<file path="src/design/lgd_pkg.sv">
// ----------------------------------------------------------------------------
// lgd_pkg: shared types and constants for the luma Gaussian row decimator
// Holds the luma weights, the rounding constants, the register indexes
// and the item format that travels through the front-to-back queue.
// ----------------------------------------------------------------------------
package lgd_pkg;

    // Widths of the luma samples, weights and the column counter.
    localparam int LUMA_W   = 16;
    localparam int WGT_W    = 16;
    localparam int COL_W    = 13;
    localparam int PIX_W    = 8;

    // Queue between front and back.
    localparam int QDEPTH   = 4;
    localparam int QPTR_W   = 2;
    localparam int QCNT_W   = 3;

    // Luma weights over 256 for red, green and blue.
    localparam logic [LUMA_W-1:0] LUMA_R = 16'd77;
    localparam logic [LUMA_W-1:0] LUMA_G = 16'd151;
    localparam logic [LUMA_W-1:0] LUMA_B = 16'd28;

    // Product and sum widths of the filter datapath.
    localparam int PSUM_W   = LUMA_W + 1;
    localparam int PROD_W   = WGT_W + PSUM_W;
    localparam int ACC_W    = PROD_W + 2;
    localparam int OUT_SHIFT = 24;
    localparam logic [ACC_W-1:0] ROUND_BIAS = ACC_W'(1) << (OUT_SHIFT - 1);

    // Reset values of the Q16 tap weights.
    localparam logic [WGT_W-1:0] WGT_OUTER_RST  = 16'd436;
    localparam logic [WGT_W-1:0] WGT_INNER_RST  = 16'd12729;
    localparam logic [WGT_W-1:0] WGT_CENTER_RST = 16'd39206;

    // Register indexes on the configuration port (word address).
    localparam logic [1:0] REG_OUTER  = 2'd0;
    localparam logic [1:0] REG_INNER  = 2'd1;
    localparam logic [1:0] REG_CENTER = 2'd2;

    typedef logic [LUMA_W-1:0] t_luma;

    // Tap weights as seen by the back end.
    typedef struct packed {
        logic [WGT_W-1:0] outer;
        logic [WGT_W-1:0] inner;
        logic [WGT_W-1:0] center;
    } t_weights;

    // One queued item: the window after the pixel was shifted in, entry 4
    // the newest, and what the back end has to produce from it.
    typedef struct packed {
        logic [4:0][LUMA_W-1:0] win;
        logic                   even;
        logic                   has_norm;
        logic                   has_flush;
    } t_job;

endpackage

</file>
<file path="src/design/lgd_front.sv">
// ----------------------------------------------------------------------------
// lgd_front: pixel intake and classification
// Converts each pixel to luma, keeps the five-sample window and the column
// counter, and queues an item when the pixel causes one or two results.
// ----------------------------------------------------------------------------
module lgd_front import lgd_pkg::*; #(
    parameter int MAX_ROW_WIDTH = 4096
) (
    input  logic              i_clk,
    input  logic              i_rst_n,
    input  logic              i_pix_valid,
    output logic              o_pix_ready,
    input  logic [3*PIX_W-1:0] i_rgb,      // red, green, blue from bit 0 up
    input  logic              i_row_end,
    input  logic              i_q_full,
    output logic              o_push,
    output t_job              o_job
);

    localparam logic [COL_W-1:0] COL_LIMIT =
        COL_W'((MAX_ROW_WIDTH > 4) ? (MAX_ROW_WIDTH - 1) : 3);

    logic [4:0][LUMA_W-1:0] r_win;
    logic [4:0][LUMA_W-1:0] n_win;
    logic [COL_W-1:0]       r_col;
    logic [COL_W-1:0]       n_col;
    logic [COL_W:0]         col_inc;
    logic                   accept;
    t_luma                  y;
    logic                   even;
    logic                   has_norm;

    assign o_pix_ready = !i_q_full;
    assign accept      = i_pix_valid && !i_q_full;

    // Luma in Q8: fixed weights over 256.
    assign y = LUMA_R * LUMA_W'(i_rgb[PIX_W-1:0])
             + LUMA_G * LUMA_W'(i_rgb[2*PIX_W-1:PIX_W])
             + LUMA_B * LUMA_W'(i_rgb[3*PIX_W-1:2*PIX_W]);

    // The first pixel of a row fills the whole window (left edge clamp).
    always_comb begin
        if (r_col == '0) begin
            n_win = {5{y}};
        end else begin
            n_win = {y, r_win[4:1]};
        end
    end

    assign even     = !r_col[0];
    assign has_norm = even && (r_col[COL_W-1:1] != '0);
    assign o_push   = accept && (has_norm || i_row_end);

    always_comb begin
        o_job.win       = n_win;
        o_job.even      = even;
        o_job.has_norm  = has_norm;
        o_job.has_flush = i_row_end;
    end

    // Column counter: back to zero at row end, held at its parity past the limit.
    always_comb begin
        col_inc = {1'b0, r_col} + (COL_W+1)'(1);
        if (i_row_end) begin
            n_col = '0;
        end else if (col_inc > {1'b0, COL_LIMIT}) begin
            n_col = COL_W'(col_inc - (COL_W+1)'(2));
        end else begin
            n_col = col_inc[COL_W-1:0];
        end
    end

    always_ff @(posedge i_clk) begin
        if (!i_rst_n) begin
            r_col <= '0;
        end else if (accept) begin
            r_col <= n_col;
        end
    end

    // Window payload needs no reset: column zero always reloads it.
    always_ff @(posedge i_clk) begin
        if (accept) begin
            r_win <= n_win;
        end
    end

    a_col_bound: assert property (@(posedge i_clk) disable iff (!i_rst_n)
        r_col <= COL_LIMIT)
        else $error("column counter beyond its limit");

endmodule

</file>
<file path="src/design/lgd_fifo.sv">
// ----------------------------------------------------------------------------
// lgd_fifo: short queue between front and back
// Holds pending items so that intake and filtering stall independently.
// ----------------------------------------------------------------------------
module lgd_fifo import lgd_pkg::*; (
    input  logic i_clk,
    input  logic i_rst_n,
    input  logic i_push,
    input  t_job i_job,
    output logic o_full,
    output logic o_valid,
    output t_job o_job,
    input  logic i_pop
);

    t_job              r_mem [QDEPTH];
    logic [QPTR_W-1:0] r_wr;
    logic [QPTR_W-1:0] r_rd;
    logic [QCNT_W-1:0] r_cnt;
    logic [QCNT_W-1:0] n_cnt;

    assign o_full  = (r_cnt == QCNT_W'(QDEPTH));
    assign o_valid = (r_cnt != '0);
    assign o_job   = r_mem[r_rd];

    always_comb begin
        n_cnt = r_cnt;
        if (i_push && !i_pop) begin
            n_cnt = r_cnt + QCNT_W'(1);
        end else if (i_pop && !i_push) begin
            n_cnt = r_cnt - QCNT_W'(1);
        end
    end

    // Pointers and fill level.
    always_ff @(posedge i_clk) begin
        if (!i_rst_n) begin
            r_wr  <= '0;
            r_rd  <= '0;
            r_cnt <= '0;
        end else begin
            if (i_push) begin
                r_wr <= r_wr + QPTR_W'(1);
            end
            if (i_pop) begin
                r_rd <= r_rd + QPTR_W'(1);
            end
            r_cnt <= n_cnt;
        end
    end

    // Storage.
    always_ff @(posedge i_clk) begin
        if (i_push) begin
            r_mem[r_wr] <= i_job;
        end
    end

    a_no_overflow: assert property (@(posedge i_clk) disable iff (!i_rst_n)
        i_push |-> !o_full)
        else $error("push into a full queue");

    a_no_underflow: assert property (@(posedge i_clk) disable iff (!i_rst_n)
        i_pop |-> o_valid)
        else $error("pop from an empty queue");

    a_cnt_bound: assert property (@(posedge i_clk) disable iff (!i_rst_n)
        r_cnt <= QCNT_W'(QDEPTH))
        else $error("queue fill level out of range");

endmodule

</file>
<file path="src/design/lgd_back.sv">
// ----------------------------------------------------------------------------
// lgd_back: 5-tap filter pipeline
// Expands each queued item into its normal and flushed results, then runs
// pre-add, multiply and round/saturate stages into the output register.
// ----------------------------------------------------------------------------
module lgd_back import lgd_pkg::*; (
    input  logic             i_clk,
    input  logic             i_rst_n,
    input  logic             i_q_valid,
    input  t_job             i_job,
    output logic             o_pop,
    input  t_weights         i_weights,
    output logic             o_valid,
    input  logic             i_ready,
    output logic [PIX_W-1:0] o_luma,
    output logic             o_last
);

    logic              en;
    logic              issue;
    logic              norm_job;
    logic              r_norm_done;
    t_luma             ta, tb, tc, td, te;

    logic              r_s1_valid;
    logic              r_s1_last;
    logic [PSUM_W-1:0] r_s1_outer;
    logic [PSUM_W-1:0] r_s1_inner;
    t_luma             r_s1_center;

    logic              r_s2_valid;
    logic              r_s2_last;
    logic [PROD_W-1:0] r_s2_outer;
    logic [PROD_W-1:0] r_s2_inner;
    logic [PROD_W-1:0] r_s2_center;

    logic              r_out_valid;
    logic              r_out_last;
    logic [PIX_W-1:0]  r_out_luma;

    logic [ACC_W-1:0]  acc;
    logic [ACC_W-OUT_SHIFT-1:0] scaled;
    logic [PIX_W-1:0]  sat;

    // The whole pipeline moves when the output register is free or taken.
    assign en       = !r_out_valid || i_ready;
    assign norm_job = i_job.has_norm && !r_norm_done;
    assign issue    = i_q_valid && en;
    assign o_pop    = issue && (!norm_job || !i_job.has_flush);

    // Tap selection: normal result, or the flushed one with the right edge clamped.
    always_comb begin
        if (norm_job) begin
            {te, td, tc, tb, ta} = i_job.win;
        end else if (i_job.even) begin
            ta = i_job.win[2];
            tb = i_job.win[3];
            tc = i_job.win[4];
            td = i_job.win[4];
            te = i_job.win[4];
        end else begin
            ta = i_job.win[1];
            tb = i_job.win[2];
            tc = i_job.win[3];
            td = i_job.win[4];
            te = i_job.win[4];
        end
    end

    // Remembers that the normal result of the head item has gone out.
    always_ff @(posedge i_clk) begin
        if (!i_rst_n) begin
            r_norm_done <= 1'b0;
        end else if (issue) begin
            r_norm_done <= norm_job && i_job.has_flush;
        end
    end

    // Stage valids.
    always_ff @(posedge i_clk) begin
        if (!i_rst_n) begin
            r_s1_valid  <= 1'b0;
            r_s2_valid  <= 1'b0;
            r_out_valid <= 1'b0;
        end else if (en) begin
            r_s1_valid  <= issue;
            r_s2_valid  <= r_s1_valid;
            r_out_valid <= r_s2_valid;
        end
    end

    // Final sum, round half up, saturate.
    assign acc    = ACC_W'(r_s2_outer) + ACC_W'(r_s2_inner) + ACC_W'(r_s2_center)
                  + ROUND_BIAS;
    assign scaled = acc[ACC_W-1:OUT_SHIFT];
    assign sat    = (scaled[ACC_W-OUT_SHIFT-1:PIX_W] != '0) ? '1 : scaled[PIX_W-1:0];

    // Datapath stages: symmetric pre-add, multiply, accumulate.
    always_ff @(posedge i_clk) begin
        if (en) begin
            r_s1_last   <= !norm_job;
            r_s1_outer  <= PSUM_W'(ta) + PSUM_W'(te);
            r_s1_inner  <= PSUM_W'(tb) + PSUM_W'(td);
            r_s1_center <= tc;

            r_s2_last   <= r_s1_last;
            r_s2_outer  <= PROD_W'(i_weights.outer)  * PROD_W'(r_s1_outer);
            r_s2_inner  <= PROD_W'(i_weights.inner)  * PROD_W'(r_s1_inner);
            r_s2_center <= PROD_W'(i_weights.center) * PROD_W'(r_s1_center);

            r_out_last  <= r_s2_last;
            r_out_luma  <= sat;
        end
    end

    assign o_valid = r_out_valid;
    assign o_luma  = r_out_luma;
    assign o_last  = r_out_last;

    a_norm_done_head: assert property (@(posedge i_clk) disable iff (!i_rst_n)
        r_norm_done |-> i_q_valid)
        else $error("normal result marked done without a pending item");

    a_flush_pops: assert property (@(posedge i_clk) disable iff (!i_rst_n)
        (issue && !norm_job) |-> o_pop)
        else $error("flushed result issued without retiring its item");

endmodule

</file>
<file path="src/design/luma_gauss_decimate_row.sv">
// ----------------------------------------------------------------------------
// luma_gauss_decimate_row: RGB-to-luma 5-tap Gaussian row decimator
// Takes one pixel per cycle while the queue has room, emits one filtered
// luma per even column from column 2 on and the flushed last result of each
// row. Q16 tap weights over an APB port.
// Result path: queue, pre-add, multiply, output register. Throughput: one
// pixel per cycle while the queue has room; the pipeline gives one result per
// cycle unless the output stalls, so a two-result row end issues them in turn.
// Reset (synchronous, active low) clears the column counter, the queue,
// the pipeline valids and loads the default weights.
// ----------------------------------------------------------------------------
module luma_gauss_decimate_row import lgd_pkg::*; #(
    parameter int MAX_ROW_WIDTH = 4096
) (
    input  logic        i_clk,
    input  logic        i_rst_n,
    // Pixel input
    input  logic        s_axis_tvalid,
    output logic        s_axis_tready,
    input  logic [23:0] s_axis_tdata,   // red [7:0], green [15:8], blue [23:16]
    input  logic        s_axis_tlast,   // row_end
    // Result output
    output logic        m_axis_tvalid,
    input  logic        m_axis_tready,
    output logic [7:0]  m_axis_tdata,   // luma_out [7:0]
    output logic        m_axis_tlast,   // last_of_row
    // Configuration
    input  logic        psel,
    input  logic        penable,
    input  logic        pwrite,
    input  logic [3:0]  paddr,
    input  logic [31:0] pwdata,
    output logic [31:0] prdata,
    output logic        pready
);

    t_weights r_wgt;
    logic     cfg_wr;
    logic     q_full;
    logic     q_push;
    logic     q_valid;
    logic     q_pop;
    t_job     front_job;
    t_job     head_job;

    // Register file: written on the access cycle of an APB write.
    assign pready = 1'b1;
    assign cfg_wr = psel && penable && pwrite;

    always_ff @(posedge i_clk) begin
        if (!i_rst_n) begin
            r_wgt.outer  <= WGT_OUTER_RST;
            r_wgt.inner  <= WGT_INNER_RST;
            r_wgt.center <= WGT_CENTER_RST;
        end else if (cfg_wr) begin
            case (paddr[3:2])
                REG_OUTER:  r_wgt.outer  <= pwdata[WGT_W-1:0];
                REG_INNER:  r_wgt.inner  <= pwdata[WGT_W-1:0];
                REG_CENTER: r_wgt.center <= pwdata[WGT_W-1:0];
                default: ;
            endcase
        end
    end

    // Read back.
    always_comb begin
        case (paddr[3:2])
            REG_OUTER:  prdata = 32'(r_wgt.outer);
            REG_INNER:  prdata = 32'(r_wgt.inner);
            REG_CENTER: prdata = 32'(r_wgt.center);
            default:    prdata = '0;
        endcase
    end

    lgd_front #(
        .MAX_ROW_WIDTH (MAX_ROW_WIDTH)
    ) u_front (
        .i_clk       (i_clk),
        .i_rst_n     (i_rst_n),
        .i_pix_valid (s_axis_tvalid),
        .o_pix_ready (s_axis_tready),
        .i_rgb       (s_axis_tdata),
        .i_row_end   (s_axis_tlast),
        .i_q_full    (q_full),
        .o_push      (q_push),
        .o_job       (front_job)
    );

    lgd_fifo u_fifo (
        .i_clk   (i_clk),
        .i_rst_n (i_rst_n),
        .i_push  (q_push),
        .i_job   (front_job),
        .o_full  (q_full),
        .o_valid (q_valid),
        .o_job   (head_job),
        .i_pop   (q_pop)
    );

    lgd_back u_back (
        .i_clk     (i_clk),
        .i_rst_n   (i_rst_n),
        .i_q_valid (q_valid),
        .i_job     (head_job),
        .o_pop     (q_pop),
        .i_weights (r_wgt),
        .o_valid   (m_axis_tvalid),
        .i_ready   (m_axis_tready),
        .o_luma    (m_axis_tdata),
        .o_last    (m_axis_tlast)
    );

endmodule

</file>
<file path="config.mk">
export PLATFORM = sky130hd
export DESIGN_NAME = luma_gauss_decimate_row
export DESIGN_NICKNAME = d
export VERILOG_FILES = /design/src/design/lgd_pkg.sv /design/src/design/lgd_front.sv /design/src/design/lgd_fifo.sv /design/src/design/lgd_back.sv /design/src/design/luma_gauss_decimate_row.sv
export SDC_FILE = /design/constraint.sdc
export NUM_CORES = 2
export LEC_CHECK = 0
export ABC_AREA = 1
export BUFFER_PORTS_ARGS = -buffer_cell sky130_fd_sc_hd__buf_4
export CORE_MARGIN = 5
export CORE_UTILIZATION = 50
export DETAILED_ROUTE_END_ITERATION = 16
export PLACE_DENSITY = 0.66
export SLEW_MARGIN = 10
export SYNTH_ARGS = -nofsm -noshare
export SYNTH_HDL_FRONTEND = slang
export SYNTH_SLANG_ARGS = --single-unit
</file>
<file path="constraint.sdc">
create_clock -name i_clk -period 8.9 [get_ports i_clk]
set_input_delay 0 -clock i_clk [delete_from_list [all_inputs] [get_ports i_clk]]
set_output_delay 0 -clock i_clk [all_outputs]
set_load 0.005 [all_outputs]
</file>
Word level (Yosys, flattened, before mapping)
Memories as Yosys holds them, arrays and structs flattened. A register that Yosys moved wholly into a read port is not among the register bits.
Cells that the tools add are included.
Widths: inputs -> output; s select.
{"block": "word_totals", "register_bits": 295, "ramBits": 332, "input_bits": 68, "output_inout_bits": 44, "word_cells": 97, "memories": 1}
{"block": "classes", "addsub": 13, "n_mul": 6, "magnitude_cmp": 1, "n_eq_ne": 3, "mux": 17, "n_reduce_logical": 31}
{"memory": "u_fifo.r_mem", "depth": 4, "word_bits": 83, "read_ports": 1, "rd_clocked_by_memory_dff": 1, "write_ports": 1, "line_no": "lgd_fifo.sv:16", "source": "t_job r_mem [QDEPTH];"}
{"cell": "$mux 16", "n": 7}
{"cell": "$mul 16x17->33", "n": 2}
{"cell": "$mux 64", "n": 1}
{"cell": "$pmux 16 s3", "n": 1}
{"cell": "$add 35x24->35 const B", "n": 1}
{"cell": "$add 35x32->35", "n": 1}
{"cell": "$add 16x16->17", "n": 2}
{"cell": "$add 33x33->34", "n": 1}
{"cell": "$mul 16x16->32", "n": 1}
{"cell": "$mux 13", "n": 2}
{"cell": "$add 15x16->16", "n": 1}
{"cell": "$add 16x13->16", "n": 1}
{"cell": "$mul 8x8->16 const A", "n": 1}
{"cell": "$mul 7x8->15 const A", "n": 1}
{"cell": "$add 13x1->14 const B", "n": 1}
{"cell": "$gt 14x12->1 const B", "n": 1}
{"cell": "$logic_not 13->1", "n": 1}
{"cell": "$sub 13x2->13 const B", "n": 1}
{"cell": "$reduce_bool 12->1", "n": 1}
{"cell": "$logic_and 1x1->1", "n": 11}
{"cell": "$mul 3x8->11 const A", "n": 1}
{"cell": "$logic_not 1->1", "n": 8}
{"cell": "$mux 3", "n": 2}
{"cell": "$reduce_and 2->1", "n": 3}
{"cell": "12 further kinds", "n": 18}

Longest topological paths before layout
{"block": "depth", "ltp_word": 8, "ltp_mapped": 27, "ltp_nobuf": 25}

Modules after synthesis
From an unflattened synthesis, not the netlist that was laid out.
{"block": "unflattened", "hier_cells": 6668, "area_unflattened_um2": 59604.7}
{"mod": "lgd_back", "n_inst": 1, "cells_each": 4694, "area_each_um2": 37549.8, "seq_area_each_um2": 4854.7}
{"mod": "lgd_fifo", "n_inst": 1, "cells_each": 862, "area_each_um2": 12746.0, "seq_area_each_um2": 10149.7}
{"mod": "lgd_front", "n_inst": 1, "cells_each": 760, "area_each_um2": 6975.4, "seq_area_each_um2": 2182.1}
{"mod": "luma_gauss_decimate_row", "n_inst": 1, "cells_each": 352, "area_each_um2": 2333.5, "seq_area_each_um2": 960.9}

Least setup slack after synthesis
No wires, ideal clock.
{"block": "synth_path", "path_kind": "reg-to-reg", "startpoint": "register u_fifo.r_cnt[0]", "endpoint": "memory u_fifo.r_mem[0][0] in the netlist's numbering (enable)", "setup_ns": 0.525, "t_arrival_ns": 5.777, "required_ns": 8.375, "setup_slack_ns": 2.598, "path_stages_with_launch": 7, "path_buffers": 0, "synth_period_minus_slack_ns": 6.302, "cell_sequence": "dfxtp_1 inv_1 nand3_1 nand2_1 inv_1 nand2_2 nor2_1"}
{"block": "synth_between", "elab_chain_len": 6}
{"element": "start: declaration", "line_no": "lgd_fifo.sv:19", "source": "logic [QCNT_W-1:0] r_cnt;"}
{"element": "start signal: assignment", "line_no": "lgd_fifo.sv:48", "source": "r_cnt <= n_cnt;"}
{"element": "$eq 3x3->1", "line_no": "lgd_fifo.sv:22", "source": "assign o_full = (r_cnt == QCNT_W'(QDEPTH));"}
{"element": "$logic_not 1->1"}
{"element": "named net s_axis_tready", "line_no": "luma_gauss_decimate_row.sv:19", "source": "output logic s_axis_tready,"}
{"element": "$logic_and 1x1->1", "line_no": "lgd_front.sv:34", "source": "assign accept = i_pix_valid && !i_q_full;"}
{"element": "named net u_front.accept", "line_no": "lgd_front.sv:28", "source": "logic accept;"}
{"element": "$logic_and 1x1->1", "line_no": "lgd_front.sv:52", "source": "assign o_push = accept && (has_norm || i_row_end);"}
{"element": "$mux 1", "line_no": "lgd_fifo.sv:54", "source": "if (i_push) begin"}
{"element": "$mux 1 (implied by the code)", "line_no": "lgd_fifo.sv:55", "source": "r_mem[r_wr] <= i_job;"}
{"element": "end: declaration", "line_no": "lgd_fifo.sv:16"}
The timed path passes the listed nets, and every way through them passes these cells.

Worst setup path in the final report
{"block": "layout_path", "startpoint": "register r_wgt[7] in the netlist's numbering", "endpoint": "register u_back.r_s2_center[29] (data pin)"}
{"block": "layout_between", "elab_chain_len": 1}
{"element": "start: declaration", "line_no": "luma_gauss_decimate_row.sv:37", "source": "t_weights r_wgt;"}
{"element": "$mul 16x16->32", "line_no": "lgd_back.sv:109", "source": "r_s2_center <= PROD_W'(i_weights.center) * PROD_W'(r_s1_center);"}
{"element": "end signal: assignment", "line_no": "lgd_back.sv:109"}
{"element": "end: declaration", "line_no": "lgd_back.sv:35", "source": "logic [PROD_W-1:0] r_s2_center;"}
No other way between the ends.
A chain may end at the register's enable or synchronous reset.

==> out/metrics.cfg <==
[run_status]
status=finished clean

[global_routing]
grt_pass1_vias=45690
grt_pass1_wl_um=250200
grt_antenna_before_repair=4
grt.overflow.total=0
grt_max_degree=98
grt.total_usage=0.2490

[job]
drv_cap=0

[cts]
postCtsHoldBufs=25
cts_buffer_depth=3
post_cts_resize_count=0
h-tree-depth=3
cts_setup_buffers=0
cts.clk_slew.worst_paths_ns=0.07
cts_made_buffers=69
clock-sinks=629
insertion_delay_ns=0.66
tritoncts=yes
root_buffer=clkbuf_16

[floorplanning]
die_h_um=357.0
dieArea_mm2=0.1274
core_mm2=0.1198
dieWidth_um=357.0
rows=127
start_util=0.5024
ios=112

[synth]
synth_fa_ha_area_frac=0.3345
ys_async_sr_fraction=0
yosys.area_share.simple=0.1575
ys.flop_type=edfxtp_1
yosys_warnings=0
synth.avg_cell_area_um2=8.764
synth-xor-area-share=0.02372
synth_top_family_by_area=adder cells
synth_seq_cells=629
ys_types=53
synthesis.instances=6869
synth-edff-count=555
synth-compound-area-share=0.07310
syn_area_mm2=0.06020
synth.mux.area_fraction=0
seq_area_frac_synth=0.3015

[routing]
drt_wl_total_um=156500
drt_first_iter_violations=3221
drc_errors=0
antenna_left=0
firstDrtPassIters=5
routedWlPerCell_um=18.52
vias=44960
drt-vias-per-instance=5.322

[layout]
nNetsFinal=8054
multi_input_area_mm2=0.03554
fillers=10930
register_area_mm2=0.01815
fin_cells=8448
layout-drive-gt1-share=0.03833
area_growth_pct=6.976

[timing]
hold_violations=0
whs_ns=0.03645
drv_slew=0
rsz0062_at_grt=false
finalSetupViolCount=0
clock_skew_ns=0.04812
worst_slew_pin_slew_ns=1.168
min_period_ns=6.492
relSlewSlack=0.2130
period_share=0.7294
fmax_ghz=0.1540
fin_tns_setup_ns=0

[placed_design]
numPortBuffers=76
dpl.cell_count=8299
place_hpwl_um=119600
gp_congestion=0.9430

[hold_path]
hp-class=primary input to flip-flop

[critical_path]
cp-start-kind=flip-flop
max_stage_delay_ns=0.91
crit_type=flip-flop to flip-flop
critPathSlowestCell=dfxtp_1
worstPathArrival_ns=6.89
path_cells=nand2_1, fa_1, inv_1, fa_1, inv_1, fa_1, inv_1, fa_1, fa_1, inv_1, fa_1, inv_1, ha_1, a21oi_1, a21boi_0, nand2_1, nand2_1, nand3_1, a21oi_1, o21bai_1, nand2_1, nand2_1
cp_max_fo=18
crit_top_cell=fa_1
end_kind=flip-flop
crit_required_ns=9.30

==> metal layers <==
layer  wire length, µm  GRT usage  vias up
li1                  -          -    21220
met1             65320     0.3270    22110
met2             75050     0.4242     1343
met3              9304    0.03008      288
met4              6804    0.09684        2
met5                17          0        -
==> layout make-up <==
type,instances,share of cell area
Multi-Input combinational cell,4537,0.5519
Tap cell,1612,0.03132
Timing Repair Buffer,145,0.01788
Clock inverter,34,0.006548
Inverter,1401,0.08182
Sequential cell,629,0.2819
Clock buffer,89,0.02862
Antenna cell,1,0.00003886
==> per-stage QoR <==
stage | util | cell area (µm²) | setup WS, ns
after floorplan | - | 60250 | 2.598
after global placement | 0.5165 | 61880 | 2.463
after detailed placement | 0.5165 | 61880 | 2.434
after CTS | 0.5374 | 64390 | 2.428
after global routing | 0.5374 | 64390 | 2.109
final | 0.5375 | 64400 | 2.408
==> cells by family after synthesis <==
kind of cell	after synthesis
AO/OA/AOI/OAI	764
flip-flops	629
buffers and inverters	1718
XOR/XNOR	163
adder cells (fa/ha/maj)	1203
other	2
AND/OR/NAND/NOR	2390
==> registers in the layout (all words and copies together), names as in the netlist, 2 cells and up, named ones only <==
signal and flops:
u_back.r_s1_center 16, u_back.r_s2_inner 33, u_back.o_luma 8, u_front.r_win 64, u_fifo.r_mem 332, u_back.r_s2_outer 33, r_wgt 48, u_fifo.r_wr 2
u_back.r_s1_inner 17, u_fifo.r_rd 2, u_fifo.r_cnt 3, u_back.r_s2_center 32, u_back.r_s1_outer 17, u_front.r_col 13
==> Yosys cell counts, types with 3 or more instances <==
cell	n	area, µm²
nor2_4	4	45.04
a21o_1	30	225.2
buf_2	45	225.2
o21ai_1	17	85.08
edfxtp_1	555	16670
nor2_1	310	1164
a21oi_1	287	1436
buf_1	24	90.09
inv_1	1393	5229
clkbuf_1	226	848.3
o21a_1	7	52.55
xnor2_1	65	569.3
o21ai_0	251	1256
o21bai_1	21	157.7
buf_4	20	150.1
a32oi_1	9	78.83
and2_1	4	25.02
dfxtp_1	74	1481
o31ai_1	3	22.52
a31oi_1	23	143.9
nand3_2	3	30.03
inv_2	7	26.28
ha_1	526	6581
nand2_2	9	56.30
xor2_1	98	858.3
nand3_1	192	960.9
nand2_1	1780	6681
nor4_1	5	31.28
a32o_1	37	370.4
nor2_2	7	43.79
o22ai_1	32	200.2
nor3_1	31	155.2
o211ai_1	24	180.2
nand4_1	39	244.0
fa_1	677	13550
a21boi_0	11	82.58
==> worst max-delay path: cells and delay by family (launching register included) <==
| kind | cells | cell delay [ns] |
|---|---|---|
| adder cells (fa/ha/maj) | 7 | 3.43 |
| AO/OA/AOI/OAI | 4 | 0.94 |
| flip-flops | 1 | 0.91 |
| AND/OR/NAND/NOR | 6 | 0.67 |
| buffers and inverters | 5 | 0.31 |
==> cell usage in the layout, fill, tap and decap left out, types with 4 or more instances in the layout <==
cell type,count
nand2_1,1779
inv_1,1390
fa_1,677
edfxtp_1,555
ha_1,526
nor2_1,306
a21oi_1,287
o21ai_0,251
nand3_1,192
buf_4,120
xor2_1,98
dfxtp_1,73
clkbuf_16,70
xnor2_1,65
nand4_1,39
a32o_1,37
o22ai_1,32
nor3_1,31
a21o_1,30
dlygate4sd3_1,25
o211ai_1,24
a31oi_1,23
o21bai_1,21
o21ai_1,17
conb_1,17
clkbuf_1,17
a21boi_0,11
nand2_2,10
clkinv_1,10
a32oi_1,9
inv_2,8
nor2_4,8
o21a_1,7
nor2_2,7
nor4_1,5
inv_6,5
clkinv_16,5
and2_1,4
clkinv_4,4
==> path summary, 6_finish.rpt <==
kind,from,to,slack [ns],depth (start not counted)
min reg2reg,u_back.r_s1_last$_DFFE_PN_,u_back.r_s2_last$_DFFE_PN_,0.44,0
min,paddr[2],r_wgt[20]$_SDFFE_PN1P_,0.04,6
max,r_wgt[7]$_SDFFE_PN0P_,u_back.r_s2_center[29]$_DFFE_PN_,2.41,22
max reg2reg,r_wgt[7]$_SDFFE_PN0P_,u_back.r_s2_center[29]$_DFFE_PN_,2.41,22
Power is not shown: default switching activity piles up to over one toggle a cycle in this logic, so the estimate is an artifact.
